$ cat config.mk
export PLATFORM = sky130hd
export DESIGN_NAME = awbd_fifo
export DESIGN_NICKNAME = d
export VERILOG_FILES = /design/src/rtl/awbd_pkg.sv /design/src/rtl/awbd_fifo.sv
export SDC_FILE = /design/constraint.sdc
export NUM_CORES = 1
export LEC_CHECK = 0
export BUFFER_PORTS_ARGS = -buffer_cell sky130_fd_sc_hd__buf_4
export CAP_MARGIN = 0
export CORE_MARGIN = 5
export CORE_UTILIZATION = 60
export DETAILED_ROUTE_END_ITERATION = 16
export PLACE_DENSITY = 0.9
export SETUP_SLACK_MARGIN = 0.4
export SLEW_MARGIN = 20
export SYNTH_ARGS = -nofsm -noshare
export SYNTH_HDL_FRONTEND = slang
export SYNTH_SLANG_ARGS = --single-unit
export TNS_END_PERCENT = 50
$ cat constraint.sdc
create_clock -name i_clk -period 5.7 [get_ports i_clk]
set_clock_uncertainty 0.2 [all_clocks]
set_input_delay 1.14 -clock i_clk [delete_from_list [all_inputs] [get_ports i_clk]]
set_output_delay 1.14 -clock i_clk [all_outputs]
set_load 0.005 [all_outputs]
$ cat src/rtl/awbd_pkg.sv
// Shared types and constants for the alpha-weighted box downsampler.
package awbd_pkg;

    localparam int MAX_WIDTH_DEF = 4096;
    localparam int HEIGHT_LIMIT  = 4096;
    localparam int DIM_W         = 13;   // image size and position counters
    localparam int BLK_W         = 8;    // block size and in-block counters
    localparam int COL_W         = 16;   // output column field, wide enough for any MAX_WIDTH
    localparam int CIDX_W        = 3;    // configuration index width
    localparam int SUM_W         = 32;
    localparam int ASUM_W        = 24;
    localparam int PROD_W        = 16;
    localparam int PIX_W         = 8;
    localparam int WORD_W        = 3 * SUM_W + ASUM_W + PIX_W;

    // Register indexes
    localparam logic [CIDX_W-1:0] REG_BLOCK_HEIGHT = 3'd0;
    localparam logic [CIDX_W-1:0] REG_BLOCK_WIDTH  = 3'd1;
    localparam logic [CIDX_W-1:0] REG_IMAGE_WIDTH  = 3'd2;
    localparam logic [CIDX_W-1:0] REG_IMAGE_HEIGHT = 3'd3;

    // Effective geometry, zero sizes and oversize already resolved
    typedef struct packed {
        logic [BLK_W-1:0] bh;
        logic [BLK_W-1:0] bw;
        logic [DIM_W-1:0] w;
        logic [DIM_W-1:0] h;
    } t_geom;

    // One classified pixel for the accumulate side
    typedef struct packed {
        logic [PROD_W-1:0] r_prod;
        logic [PROD_W-1:0] g_prod;
        logic [PROD_W-1:0] b_prod;
        logic [PIX_W-1:0]  alpha;
        logic [COL_W-1:0]  col;
        logic              first;
        logic              last;
        logic              frame_last;
    } t_task;

    typedef enum logic [2:0] {
        B_IDLE,
        B_ACC,
        B_DIV,
        B_OUT
    } t_bstate;

endpackage

$ cat src/rtl/awbd_fifo.sv
// Short item queue between the classify and accumulate sides.
module awbd_fifo #(
    parameter int DEPTH = 4
) (
    input  logic            i_clk,
    input  logic            i_rst_n,
    input  logic            i_push,
    input  awbd_pkg::t_task i_data,
    output logic            o_full,
    input  logic            i_pop,
    output awbd_pkg::t_task o_data,
    output logic            o_empty
);

    localparam int PW = $clog2(DEPTH);

    awbd_pkg::t_task r_buf [DEPTH];
    logic [PW-1:0]   r_wp;
    logic [PW-1:0]   r_rp;
    logic [PW:0]     r_cnt;

    assign o_full  = (r_cnt == (PW+1)'(DEPTH));
    assign o_empty = (r_cnt == '0);
    assign o_data  = r_buf[r_rp];

    // Store items
    always_ff @(posedge i_clk) begin
        if (i_push) begin
            r_buf[r_wp] <= i_data;
        end
    end

    // Advance pointers and fill count
    always_ff @(posedge i_clk) begin
        if (!i_rst_n) begin
            r_wp  <= '0;
            r_rp  <= '0;
            r_cnt <= '0;
        end else begin
            if (i_push) r_wp <= (r_wp == PW'(DEPTH - 1)) ? '0 : r_wp + 1'b1;
            if (i_pop)  r_rp <= (r_rp == PW'(DEPTH - 1)) ? '0 : r_rp + 1'b1;
            r_cnt <= r_cnt + (PW+1)'(i_push) - (PW+1)'(i_pop);
        end
    end

endmodule

==> flow_metrics.py <==
metrics = {
    "setup_path": {
        "crit_fanout": 40,
        "cp.required_ns": 4.36,
        "critPathLaunchType": "flip-flop",
        "path_class": "flip-flop to output pin",
        "cp.arrival_ns": 2.54,
        "critPathCaptureType": "output pin",
    },
    "die": {
        "die_h_um": 147,
        "die-area_sq_um": 21600,
        "rows": 50,
        "core_sq_um": 18600,
        "ios": 156,
        "start_util_pct": 60.7,
        "die_width_um": 147,
    },
    "power": {
        "switching_share_pct": 19.5,
        "seq_power_share_pct": 50.2,
        "p_leak_uw": 0.00474,
        "power.density_nw_per_um2": 380,
        "combPwrFrac_pct": 8.1,
        "internal-power_uw": 4240,
        "switching_power_uw": 1030,
        "ir_worst_vdd_uv": 293,
        "clock_power_share_pct": 41.7,
    },
    "finish": {
        "instances_no_fill": 869,
        "regArea_sq_um": 9200,
        "antennaDiodeCount": 0,
        "multiInputGateArea_sq_um": 1950,
        "nFillCells": 980,
        "area_delta_synth_final_pct": 23.0,
        "layout-drive-gt1-share_pct": 45.8,
        "layout.nets": 699,
        "utilization_pct": 74.7,
    },
    "global_route": {
        "grt_pass1_wl_um": 32300,
        "antenna_found_initial": 0,
        "grt_pass1_vias": 5506,
        "grt_overflow": 0,
        "grt_max_degree": 76,
        "grt.total_usage_pct": 19.5,
    },
    "sta": {
        "fin_crit_ns": 3.88,
        "slew_headroom_pct": 25.9,
        "tns_ns": 0,
        "tightest_slew_ns": 1.11,
        "fin_crit_sh_pct": 68.0,
        "setup_viol": 0,
        "drv_slew": 0,
        "fmax_mhz": 258,
        "grt_setup_unrepaired": "false",
        "hold_violations": 0,
    },
    "drt": {
        "drt-wirelength-per-cell_um": 24.0,
        "wl_um": 20800,
        "vias": 5060,
        "antenna_left": 0,
        "firstDrtPassIters": 4,
        "drcViolationCount": 0,
        "drt_iter0_markers": 269,
        "vias_per_cell": 5.82,
    },
    "synthesis": {
        "syn_avg_cell_area_sq_um": 25.9,
        "synth_cell_type_count": 19,
        "syn_area_sq_um": 11300,
        "yosysWarnings": 0,
        "synth_cells": 435,
        "yosysSeqAreaShare_pct": 81.5,
        "syn_nets": 522,
        "yosys_register_bits": 309,
    },
    "clock_tree": {
        "cts_setup_buffers": 0,
        "clock_sinks": 309,
        "path_clk_slew_ns": 0.06,
        "clkLatencyLatePin_ns": 0.53,
        "post_cts_resized": 0,
        "tritoncts": "done",
        "cts_root_buffer": "clkbuf_16",
        "numCtsBuffers": 31,
        "cts-hold-fix-buffers": 0,
        "max-clock-path-buffers": 3,
        "h-tree-depth": 1,
    },
    "place": {
        "port_buffers": 155,
        "gp_congestion": 0.735,
        "dp_hpwl_um": 11800,
        "dp_cells": 809,
    },
    "min_path": {
        "worstHoldPathType": "flip-flop to flip-flop",
    },
    "job": {
        "cap_violations": 0,
    },
    "outcome": {
        "outcome": "finished, final reports clean",
    },
}
[final timing paths]
check	startpoint	depth (start not counted)	slack (ns)	endpoint
worst max register to register	r_wp[0]	3	3.65	r_buf[3][56]
worst max-delay path	flip-flop	3	1.82	o_data[52]
worst min-delay path	r_rp[0]	2	0.32	flip-flop
worst min register to register	r_rp[0]	2	0.32	flip-flop
[worst max-delay path: stages (launching register included)]
cell	delay [ns]
dfxtp_4	0.83
buf_12	0.39
mux4_2	0.58
buf_4	0.16
[cells in the mapped netlist]
cell | number | area share (%)
inv_1 | 7 | 0.23
nor3_1 | 1 | 0.044
nor2_1 | 3 | 0.10
buf_2 | 6 | 0.27
mux2i_1 | 2 | 0.18
dfxtp_1 | 9 | 1.6
fa_1 | 1 | 0.18
ha_1 | 7 | 0.78
a21oi_1 | 2 | 0.089
edfxtp_1 | 300 | 80
and2_1 | 6 | 0.33
buf_4 | 2 | 0.13
and3_1 | 1 | 0.056
nand2b_1 | 2 | 0.11
xor3_1 | 1 | 0.21
clkbuf_1 | 2 | 0.067
buf_6 | 6 | 0.60
or3b_2 | 2 | 0.16
mux4_2 | 75 | 15
[power by group through the flow]
stage | Clock, uW | Sequential (uW) | Combinational (uW)
after floorplan | 0 | 2660 | 223
after global placement | 0 | 2690 | 408
after detailed placement | 0 | 2700 | 423
after CTS | 2240 | 2650 | 427
after global routing | 2350 | 2660 | 460
final | 2200 | 2650 | 427
[layer usage]
layer	part of all wire (%)	routed length (um)	track usage (%)	vias to the layer above
li1	-	-	-	2216
met1	39	8040	26.2	2619
met2	52	10900	33.1	196
met3	7.2	1500	4.60	29
met4	1.8	369	4.66	0
met5	0	0	0	-
[state kept, by name (all words and copies together), names as in the netlist, named ones only]
name	cells
r_buf	300
r_cnt	3
r_rp	2
r_wp	2
[per-stage QoR]
stage                     total power, uW  worst slack, ns  hold WS [ns]  area (sq um)
after CTS                            5320             1.72         0.317         13800
after global placement               3100             2.32         0.284         12600
after floorplan                      2890             2.17         0.276         11300
after detailed placement             3120             2.31         0.308         12600
final                                5270             1.82         0.321         13900
after global routing                 5470             1.62         0.369         13900
[area by class of cell]
type / instances / share of cell area [%]
clock buffer: 35 / 5.70
clock inverter: 21 / 2.44
inverter: 7 / 0.189
multi-input combinational: 103 / 14.1
sequential: 309 / 66.3
tap: 234 / 2.11
timing repair buffer: 160 / 9.22
[logic make-up (layout without fill, tap and decap cells)]
| kind of cell | after synthesis | in the layout | synth area share [%] |
|---|---|---|---|
| buf+inv | 23 | 223 | 1.30 |
| flops | 309 | 309 | 81.5 |
| mux | 77 | 77 | 15.2 |
| simple gates | 15 | 15 | 0.799 |
| xor+xnor | 1 | 1 | 0.211 |
| fa+ha+maj | 8 | 8 | 0.954 |
| compound gates | 2 | 2 | 0.0888 |
[placed cells by master, fill, tap and decap left out, types with 2 or more instances in the layout]
cell type and instances:
and2_4 4, and2_1 2, buf_4 155, mux2i_1 2, bufinv_16 9, edfxtp_1 300
or3b_2 2, dfxtp_1 7, mux4_2 75, a21oi_1 2, clkbuf_1 4, dfxtp_4 2
clkinv_1 4, clkinv_2 4, ha_1 7, clkbuf_16 31, nor2_1 3, buf_12 3
buf_16 2, nand2b_1 2, clkinvlp_4 2, inv_1 7
(Power assumes the default switching activity.)
