File: src/rtl/awbd_pkg.sv
// Shared types and constants for the alpha-weighted box downsampler.
package awbd_pkg;

    localparam int MAX_WIDTH_DEF = 4096;
    localparam int HEIGHT_LIMIT  = 4096;
    localparam int DIM_W         = 13;   // image size and position counters
    localparam int BLK_W         = 8;    // block size and in-block counters
    localparam int COL_W         = 16;   // output column field, wide enough for any MAX_WIDTH
    localparam int CIDX_W        = 3;    // configuration index width
    localparam int SUM_W         = 32;
    localparam int ASUM_W        = 24;
    localparam int PROD_W        = 16;
    localparam int PIX_W         = 8;
    localparam int WORD_W        = 3 * SUM_W + ASUM_W + PIX_W;

    // Register indexes
    localparam logic [CIDX_W-1:0] REG_BLOCK_HEIGHT = 3'd0;
    localparam logic [CIDX_W-1:0] REG_BLOCK_WIDTH  = 3'd1;
    localparam logic [CIDX_W-1:0] REG_IMAGE_WIDTH  = 3'd2;
    localparam logic [CIDX_W-1:0] REG_IMAGE_HEIGHT = 3'd3;

    // Effective geometry, zero sizes and oversize already resolved
    typedef struct packed {
        logic [BLK_W-1:0] bh;
        logic [BLK_W-1:0] bw;
        logic [DIM_W-1:0] w;
        logic [DIM_W-1:0] h;
    } t_geom;

    // One classified pixel for the accumulate side
    typedef struct packed {
        logic [PROD_W-1:0] r_prod;
        logic [PROD_W-1:0] g_prod;
        logic [PROD_W-1:0] b_prod;
        logic [PIX_W-1:0]  alpha;
        logic [COL_W-1:0]  col;
        logic              first;
        logic              last;
        logic              frame_last;
    } t_task;

    typedef enum logic [2:0] {
        B_IDLE,
        B_ACC,
        B_DIV,
        B_OUT
    } t_bstate;

endpackage

File: src/rtl/awbd_front.sv
// Pixel position tracking and block classification.
module awbd_front (
    input  logic                        i_clk,
    input  logic                        i_rst_n,
    input  logic                        i_restart,
    input  awbd_pkg::t_geom             i_geom,
    input  logic                        i_accept,
    input  logic [awbd_pkg::PIX_W-1:0]  i_red,
    input  logic [awbd_pkg::PIX_W-1:0]  i_green,
    input  logic [awbd_pkg::PIX_W-1:0]  i_blue,
    input  logic [awbd_pkg::PIX_W-1:0]  i_alpha,
    output logic                        o_push,
    output awbd_pkg::t_task             o_task
);

    localparam int DW = awbd_pkg::DIM_W;
    localparam int BW = awbd_pkg::BLK_W;

    logic [DW-1:0] r_col, r_row, r_cs, r_rs;
    logic [BW-1:0] r_cib, r_rib;
    logic [awbd_pkg::COL_W-1:0] r_oc;
    logic [DW+1:0] col_end, row_end, col_end2, row_end2;
    logic          in_range;

    // Block end positions, one and two blocks on
    always_comb begin
        col_end  = (DW+2)'(r_cs) + (DW+2)'(i_geom.bw);
        row_end  = (DW+2)'(r_rs) + (DW+2)'(i_geom.bh);
        col_end2 = col_end + (DW+2)'(i_geom.bw);
        row_end2 = row_end + (DW+2)'(i_geom.bh);
        in_range = (col_end <= (DW+2)'(i_geom.w)) && (row_end <= (DW+2)'(i_geom.h));
    end

    // Classify the item
    always_comb begin
        o_push              = i_accept && in_range;
        o_task.r_prod       = i_red * i_alpha;
        o_task.g_prod       = i_green * i_alpha;
        o_task.b_prod       = i_blue * i_alpha;
        o_task.alpha        = i_alpha;
        o_task.col          = r_oc;
        o_task.first        = (r_rib == '0) && (r_cib == '0);
        o_task.last         = (r_rib == i_geom.bh - 1'b1) && (r_cib == i_geom.bw - 1'b1);
        o_task.frame_last   = (col_end2 > (DW+2)'(i_geom.w)) &&
                              (row_end2 > (DW+2)'(i_geom.h));
    end

    // Advance raster counters
    always_ff @(posedge i_clk) begin
        if (!i_rst_n || i_restart) begin
            r_col <= '0; r_row <= '0; r_cs <= '0; r_rs <= '0;
            r_cib <= '0; r_rib <= '0; r_oc <= '0;
        end else if (i_accept) begin
            if ((DW+1)'(r_col) + 1'b1 >= (DW+1)'(i_geom.w)) begin
                r_col <= '0; r_cib <= '0; r_cs <= '0; r_oc <= '0;
                if ((DW+1)'(r_row) + 1'b1 >= (DW+1)'(i_geom.h)) begin
                    r_row <= '0; r_rib <= '0; r_rs <= '0;
                end else begin
                    r_row <= r_row + 1'b1;
                    if ((BW+1)'(r_rib) + 1'b1 >= (BW+1)'(i_geom.bh)) begin
                        r_rib <= '0;
                        r_rs  <= r_row + 1'b1;
                    end else begin
                        r_rib <= r_rib + 1'b1;
                    end
                end
            end else begin
                r_col <= r_col + 1'b1;
                if ((BW+1)'(r_cib) + 1'b1 >= (BW+1)'(i_geom.bw)) begin
                    r_cib <= '0;
                    r_cs  <= r_col + 1'b1;
                    r_oc  <= r_oc + 1'b1;
                end else begin
                    r_cib <= r_cib + 1'b1;
                end
            end
        end
    end

endmodule

File: config.mk
export PLATFORM = sky130hd
export DESIGN_NAME = awbd_front
export DESIGN_NICKNAME = d
export VERILOG_FILES = /design/src/rtl/awbd_pkg.sv /design/src/rtl/awbd_front.sv
export SDC_FILE = /design/constraint.sdc
export NUM_CORES = 1
export LEC_CHECK = 0
export CORE_MARGIN = 2
export CORE_UTILIZATION = 40
export DETAILED_ROUTE_END_ITERATION = 10
export DONT_BUFFER_PORTS = 1
export PLACE_DENSITY_LB_ADDON = 0.1
export SYNTH_ARGS = -nofsm -noshare
export SYNTH_HDL_FRONTEND = slang
export SYNTH_SLANG_ARGS = --single-unit
File: constraint.sdc
create_clock -name i_clk -period 8.3 [get_ports i_clk]
set_clock_uncertainty 0.05 [all_clocks]
set_input_delay 1.66 -clock i_clk [delete_from_list [all_inputs] [get_ports i_clk]]
set_output_delay 1.66 -clock i_clk [all_outputs]
set_load 0.02 [all_outputs]
==> results of run 1 <==
[registers in the layout, summed over array words and instances, names as in the netlist]
name	flops
r_cib	8
r_col	13
r_cs	13
r_oc	16
r_rib	8
r_row	13
r_rs	13
[through the flow]
step                total power, W  setup WS, ns  hold WS, ns
floorplan                  0.00173         0.844        0.390
global placement           0.00203         0.498        0.434
detailed placement         0.00204         0.348        0.440
CTS                        0.00252         0.325        0.447
global route               0.00271        0.0691        0.469
finish                     0.00247         0.484        0.443
[placed cells by master, fill, tap and decap left out, types with 23 or more instances in the layout]
| cell | n |
|---|---|
| nand3_1 | 71 |
| and2_1 | 96 |
| xnor2_1 | 94 |
| dfxtp_1 | 84 |
| nor2b_1 | 24 |
| nor3_1 | 28 |
| inv_1 | 243 |
| nand2_1 | 190 |
| ha_1 | 247 |
| o21ai_0 | 58 |
| nand4_1 | 27 |
| nor2_1 | 78 |
| fa_1 | 112 |
| a22o_1 | 23 |
| xor2_1 | 48 |
| a21oi_1 | 95 |
[critical path: stages]
cell,delay (ns)
ha_1,0.17
inv_1,0.06
fa_1,0.40
nor2b_1,0.19
o21a_1,0.13
nor2_1,0.05
xnor2_1,0.20
ha_1,0.25
nor3_1,0.08
o21a_1,0.12
o41ai_2,0.43
nand2_1,0.09
nor3_1,0.21
nand2_1,0.10
xnor2_1,0.15
ha_1,0.29
and3_1,0.14
nand3_1,0.11
nor4_1,0.42
a221oi_1,0.16
a211oi_1,0.41
a32oi_1,0.29
[logic make-up (layout without fill, tap and decap cells)]
family                   count (synthesis)  count (layout)  synth area share, %
buffers and inverters                  304             266                 8.23
AND/OR/NAND/NOR                        595             595                 20.6
multiplexers                             9               9                0.624
adder cells (fa/ha/maj)                359             359                 36.5
AO/OA/AOI/OAI                          308             308                 14.0
XOR/XNOR                               142             142                 8.50
flip-flops                              84              84                 11.5
[final cells by class]
class                           instances  area [um^2]  share of cell area (%)
Multi-Input combinational cell       1413        11800                    76.7
Clock inverter                          6          113                   0.735
Tap cell                              468          586                    3.82
Clock buffer                            9          225                    1.47
Inverter                              244          921                    6.01
Timing Repair Buffer                    7         52.6                   0.343
Sequential cell                        84         1680                    11.0
[worst max-delay path by stage]
stage                      end  slack, ns
CTS                  o_task[0]       0.33
detailed placement   o_task[0]       0.35
finish               o_task[0]       0.48
global placement     o_task[0]       0.50
floorplan           o_task[42]       0.84
global route         o_task[0]       0.07
[per-layer routing]
metal / vias up / global-route usage, % / part of all wire, %
li1: 6025 / - / -
met1: 5692 / 26.4 / 45
met2: 214 / 38.0 / 49
met3: 37 / 2.37 / 3.7
met4: 0 / 5.77 / 2.0
met5: - / 0 / 0
[where the power goes]
group          internal, W  total (W)  switching [W]
combinational     0.000575    0.00160        0.00102
sequential        0.000404   0.000405     0.00000143
clock             0.000294   0.000463       0.000170
total              0.00127    0.00247        0.00119
[repair_timing]
item                                    4_1_cts  5_1_grt
endpoints found under the setup margin        0        1
hold endpoints to repair                      0        0
resized for setup                             0        1
==> run metrics, run 1 <==
synth unique cells 73; gr usage total 21.0%; Yosys top cell area share 21.1%; # IOs 154; reg2reg path depth 13; routed wire length 38700 um; Max Freq 0.128 GHz; core area 0.0363 mm^2; top-count cell post-synth ha_1; HP Start r_cs[5]; initial DRC count 447; CP startpoint i_geom[26]; fraction of layout cells with a size suffix above 1 2.61%; fraction of registers with async set or reset after synthesis 0%; Tmin final 7.82 ns; R2R Path End r_oc[2]; vias in the first global route 12.5k; Hold Path Class reg -> reg; largest net degree at the start of global routing 37; Post-DRT Antenna Nets 0; status finished, final reports clean; post-synth net total 2238; leading area contributor after synthesis ha_1; Startpoint Class input pin; leading post-synthesis cells by cell area ha_1 21%, fa_1 15%, dfxtp_1 11%; first-pass GRT wire length 64700 um; DP Cell Count 2216; Clk pin slew, worst setup/hold paths 0.06 ns; placed instance area 0.0150 mm^2; initial antenna violation count 0; unrepaired setup endpoints after global routing false; Post-DP HPWL 31900 um; post-synthesis cell area 0.0146 mm^2; reg2reg setup slack 3.55 ns; worst skew pair latency 0.34 ns; routed vias/inst 5.36; Overflow after GRT 0; num rows 70; cts bufs inserted 9; Crit Path Category in -> out; clk sinks 84; Final Max Slew Viols 0; Synth Warn # 0; # hold bufs at CTS 0; fillcell total 3799; DRC viols 0; routability cong. 0.861; design area 0.0153 mm^2; VDD IR max 126 uV; Max Buffers Root-to-Sink 2; Hold Vio Cnt, Final 0; Post-Layout Cell Count 2231; Initial Utilization 40.2%; Slew @ Worst Pin 1.04 ns; Final period util 94.2%; Final #Nets 2196; Rel. slew slack 30.3%; Synth Flop Type dfxtp_1; WHS Endpoint r_cs[5]; Post-CTS Setup Bufs 0; # setup viols final 0; worst r2r src r_col[0]; Root Driver clkbuf_16; P per Cell Area 161 mW/mm^2; H-Tree Depth 3; Die H 195 um; Post-Synthesis Cells 1801; drt first pass iters 5; Worst EP required 6.59 ns; Max FO, Critical Path 7; setup_tns 0 ns; DR WL/cell 17.4 um; post-layout util 42.2%; hold path depth 2; CTS tree built; sequential share of the synthesized area 11.5%; IO Port Bufs 0; Die Area 0.0381 mm^2; Mean Syn Cell Area 8.12 um^2; Arr. time, crit path 6.11 ns; Post-synth EDFFs 0; Crit. End Element output pin; via count 12.0k; MaxCap Viol Count 0; FF+latch count, synth 84; Die X 195 um; Antenna Cells 0; leakage power 7.27 nW; Layout area overhead 4.79%; top cell types by occurrence after synthesis 247 x ha_1, 243 x inv_1, 190 x nand2_1
Note: power is estimated with default switching activity, not from simulation.
==> run 2: changes to the inputs <==
MAX_ROUTING_LAYER = met4   (was not set)
==> run 2 against run 1 <==
  * Clock-buffer cell count stayed put
  * Combinational power about the same
  * First-iteration DRC count rose by 25%
  * Non-clock buffer count is the same
  * Clock power fell by 5.0%
  * Critical path depth stayed put
  * Power fell by 1.5%
  * Global-route usage grew 0.16 points
  * Sequential cell count stayed put
  * Sequential share of layout area barely moved
  * Via count grew 0.20%
  * Final area about the same
  * Critical path type unchanged
  * Highest routed layer unchanged
==> run metrics, run 2 (same netlist as run 1, synthesis figures left out) <==
status finished, final reports clean; Hold Vio Cnt, Final 0; Worst path slowest cell o41ai_2; Root Driver clkbuf_16; Post-DRT Antenna Nets 0; Startpoint Class input pin; Post-Place Setup Slack 0.419 ns; Overflow after GRT 0; setup_tns 0 ns; Layout area overhead 4.70%; area of the multi-input gates 0.0118 mm^2; Arr. time, crit path 6.03 ns; Most Frequent Cell on Critical Path ha_1; initial antenna violation count 0; Tmin final 7.74 ns; Die X 195 um; placed instance area 0.0150 mm^2; worst r2r src r_col[0]; Max Buffers Root-to-Sink 2; routability cong. 0.877; Max FO, Critical Path 7; num rows 70; DR WL/cell 17.1 um; Rel. slew slack 30.5%; Initial Utilization 40.2%; worst skew pair latency 0.34 ns; DP Cell Count 2216; leakage power 7.26 nW; Post-DP HPWL 31600 um; initial DRC count 560; Hold Path Class reg -> reg; IO Port Bufs 0; CP startpoint i_geom[26]; HP Start r_cs[5]; H-Tree Depth 3; Setup WS post-layout 0.560 ns; Die H 195 um; Clk pin slew, worst setup/hold paths 0.06 ns; crit path cell chain ha_1 > inv_1 > fa_1 > nor2b_1 > o21a_1 > nor2_1 > xnor2_1 > ha_1 > nor3_1 > o21a_1 > o41ai_2 > nand2_1 > nor3_1 > nand2_1 > xnor2_1 > ha_1 > and3_1 > nand3_1 > nor4_1 > a211oi_1 > a211oi_1 > a32oi_1; # hold bufs at CTS 0; clk sinks 84; core area 0.0363 mm^2; unrepaired setup endpoints after global routing false; design area 0.0153 mm^2; Antenna Cells 0; Crit path largest cell delay 0.41 ns; # IOs 154; CP delay by family, top compound AO/OA/AOI/OAI gates; Die Area 0.0381 mm^2; most frequent cells in the layout 247 x ha_1, 243 x inv_1, 190 x nand2_1; crit path buf inv count 1; largest net degree at the start of global routing 37; vias in the first global route 12.2k; gr usage total 21.2%; P per Cell Area 159 mW/mm^2; Largest Register r_oc; Largest register FFs 16; drt first pass iters 5; register area 0.00168 mm^2; VDD IR max 123 uV; Final #Nets 2196; # setup viols final 0; via count 12.0k; Crit Path Category in -> out; routed wire length 38200 um; cts bufs inserted 9; CTS tree built; Slew @ Worst Pin 1.04 ns; first-pass GRT wire length 63300 um; Crit. End Element output pin; Final Max Slew Viols 0; Post-Layout Cell Count 2232; most common cell after layout, fill and taps aside ha_1; Final period util 93.3%; Max Freq 0.129 GHz; DRC viols 0; Worst EP required 6.59 ns; fraction of layout cells with a size suffix above 1 2.66%; MaxCap Viol Count 0; fillcell total 3752; routed vias/inst 5.37
[run 2: cell types whose count changed in the layout (fill, tap and decap cells not counted)]
cell	delta
clkinvlp_4	+1
bufinv_16	-1
inv_6	+1
[run 2: report_power, final]
part           internal (W)  switching (W)
clock              0.000266       0.000174
combinational      0.000572        0.00101
sequential         0.000404     0.00000132
[run 2: worst paths after layout]
check	slack (ns)	cells past startpoint	endpoint
worst max-delay path	0.56	22	o_task[0]
worst min-delay path	0.44	2	r_cs[5]
worst max register to register	3.51	13	r_oc[2]
worst min register to register	0.44	2	r_cs[5]
[run 2: metal layers]
metal | vias to the layer above | track usage [%] | routed length [um]
met5 | - | - | 0
met4 | 0 | 6.25 | 1040
met2 | 213 | 36.5 | 18500
met1 | 5728 | 26.0 | 17200
met3 | 42 | 2.45 | 1480
li1 | 6009 | - | -
[run 2: final cells by class]
cell class	count	area share, %
clock buffer	9	1.47
clock inverter	7	0.645
tap	468	3.82
inverter	244	6.01
sequential	84	11.0
timing repair buffer	7	0.343
multi-input combinational	1413	76.7
[run 2: repair_timing]
action,CTS,global route
buffers inserted,0,0
endpoints found under the setup margin,0,1
gates resized for setup,0,1
hold endpoints to repair,0,0
[run 2: per-stage QoR]
stage / util [%] / total power [W] / hold slack [ns]
4_1_cts: 42.1 / 0.00248 / 0.437
3_5_place_dp: 41.2 / 0.00203 / 0.430
2_1_floorplan: - / 0.00173 / 0.390
3_3_place_gp: 41.2 / 0.00203 / 0.427
6_report: 42.1 / 0.00243 / 0.438
5_1_grt: 42.1 / 0.00266 / 0.458
[run 2: tightest hold or removal path: cells and delay by family, from the launching register on]
family         cells  cell delay [ns]
AO/OA/AOI/OAI      2             0.13
flip-flops         1             0.31
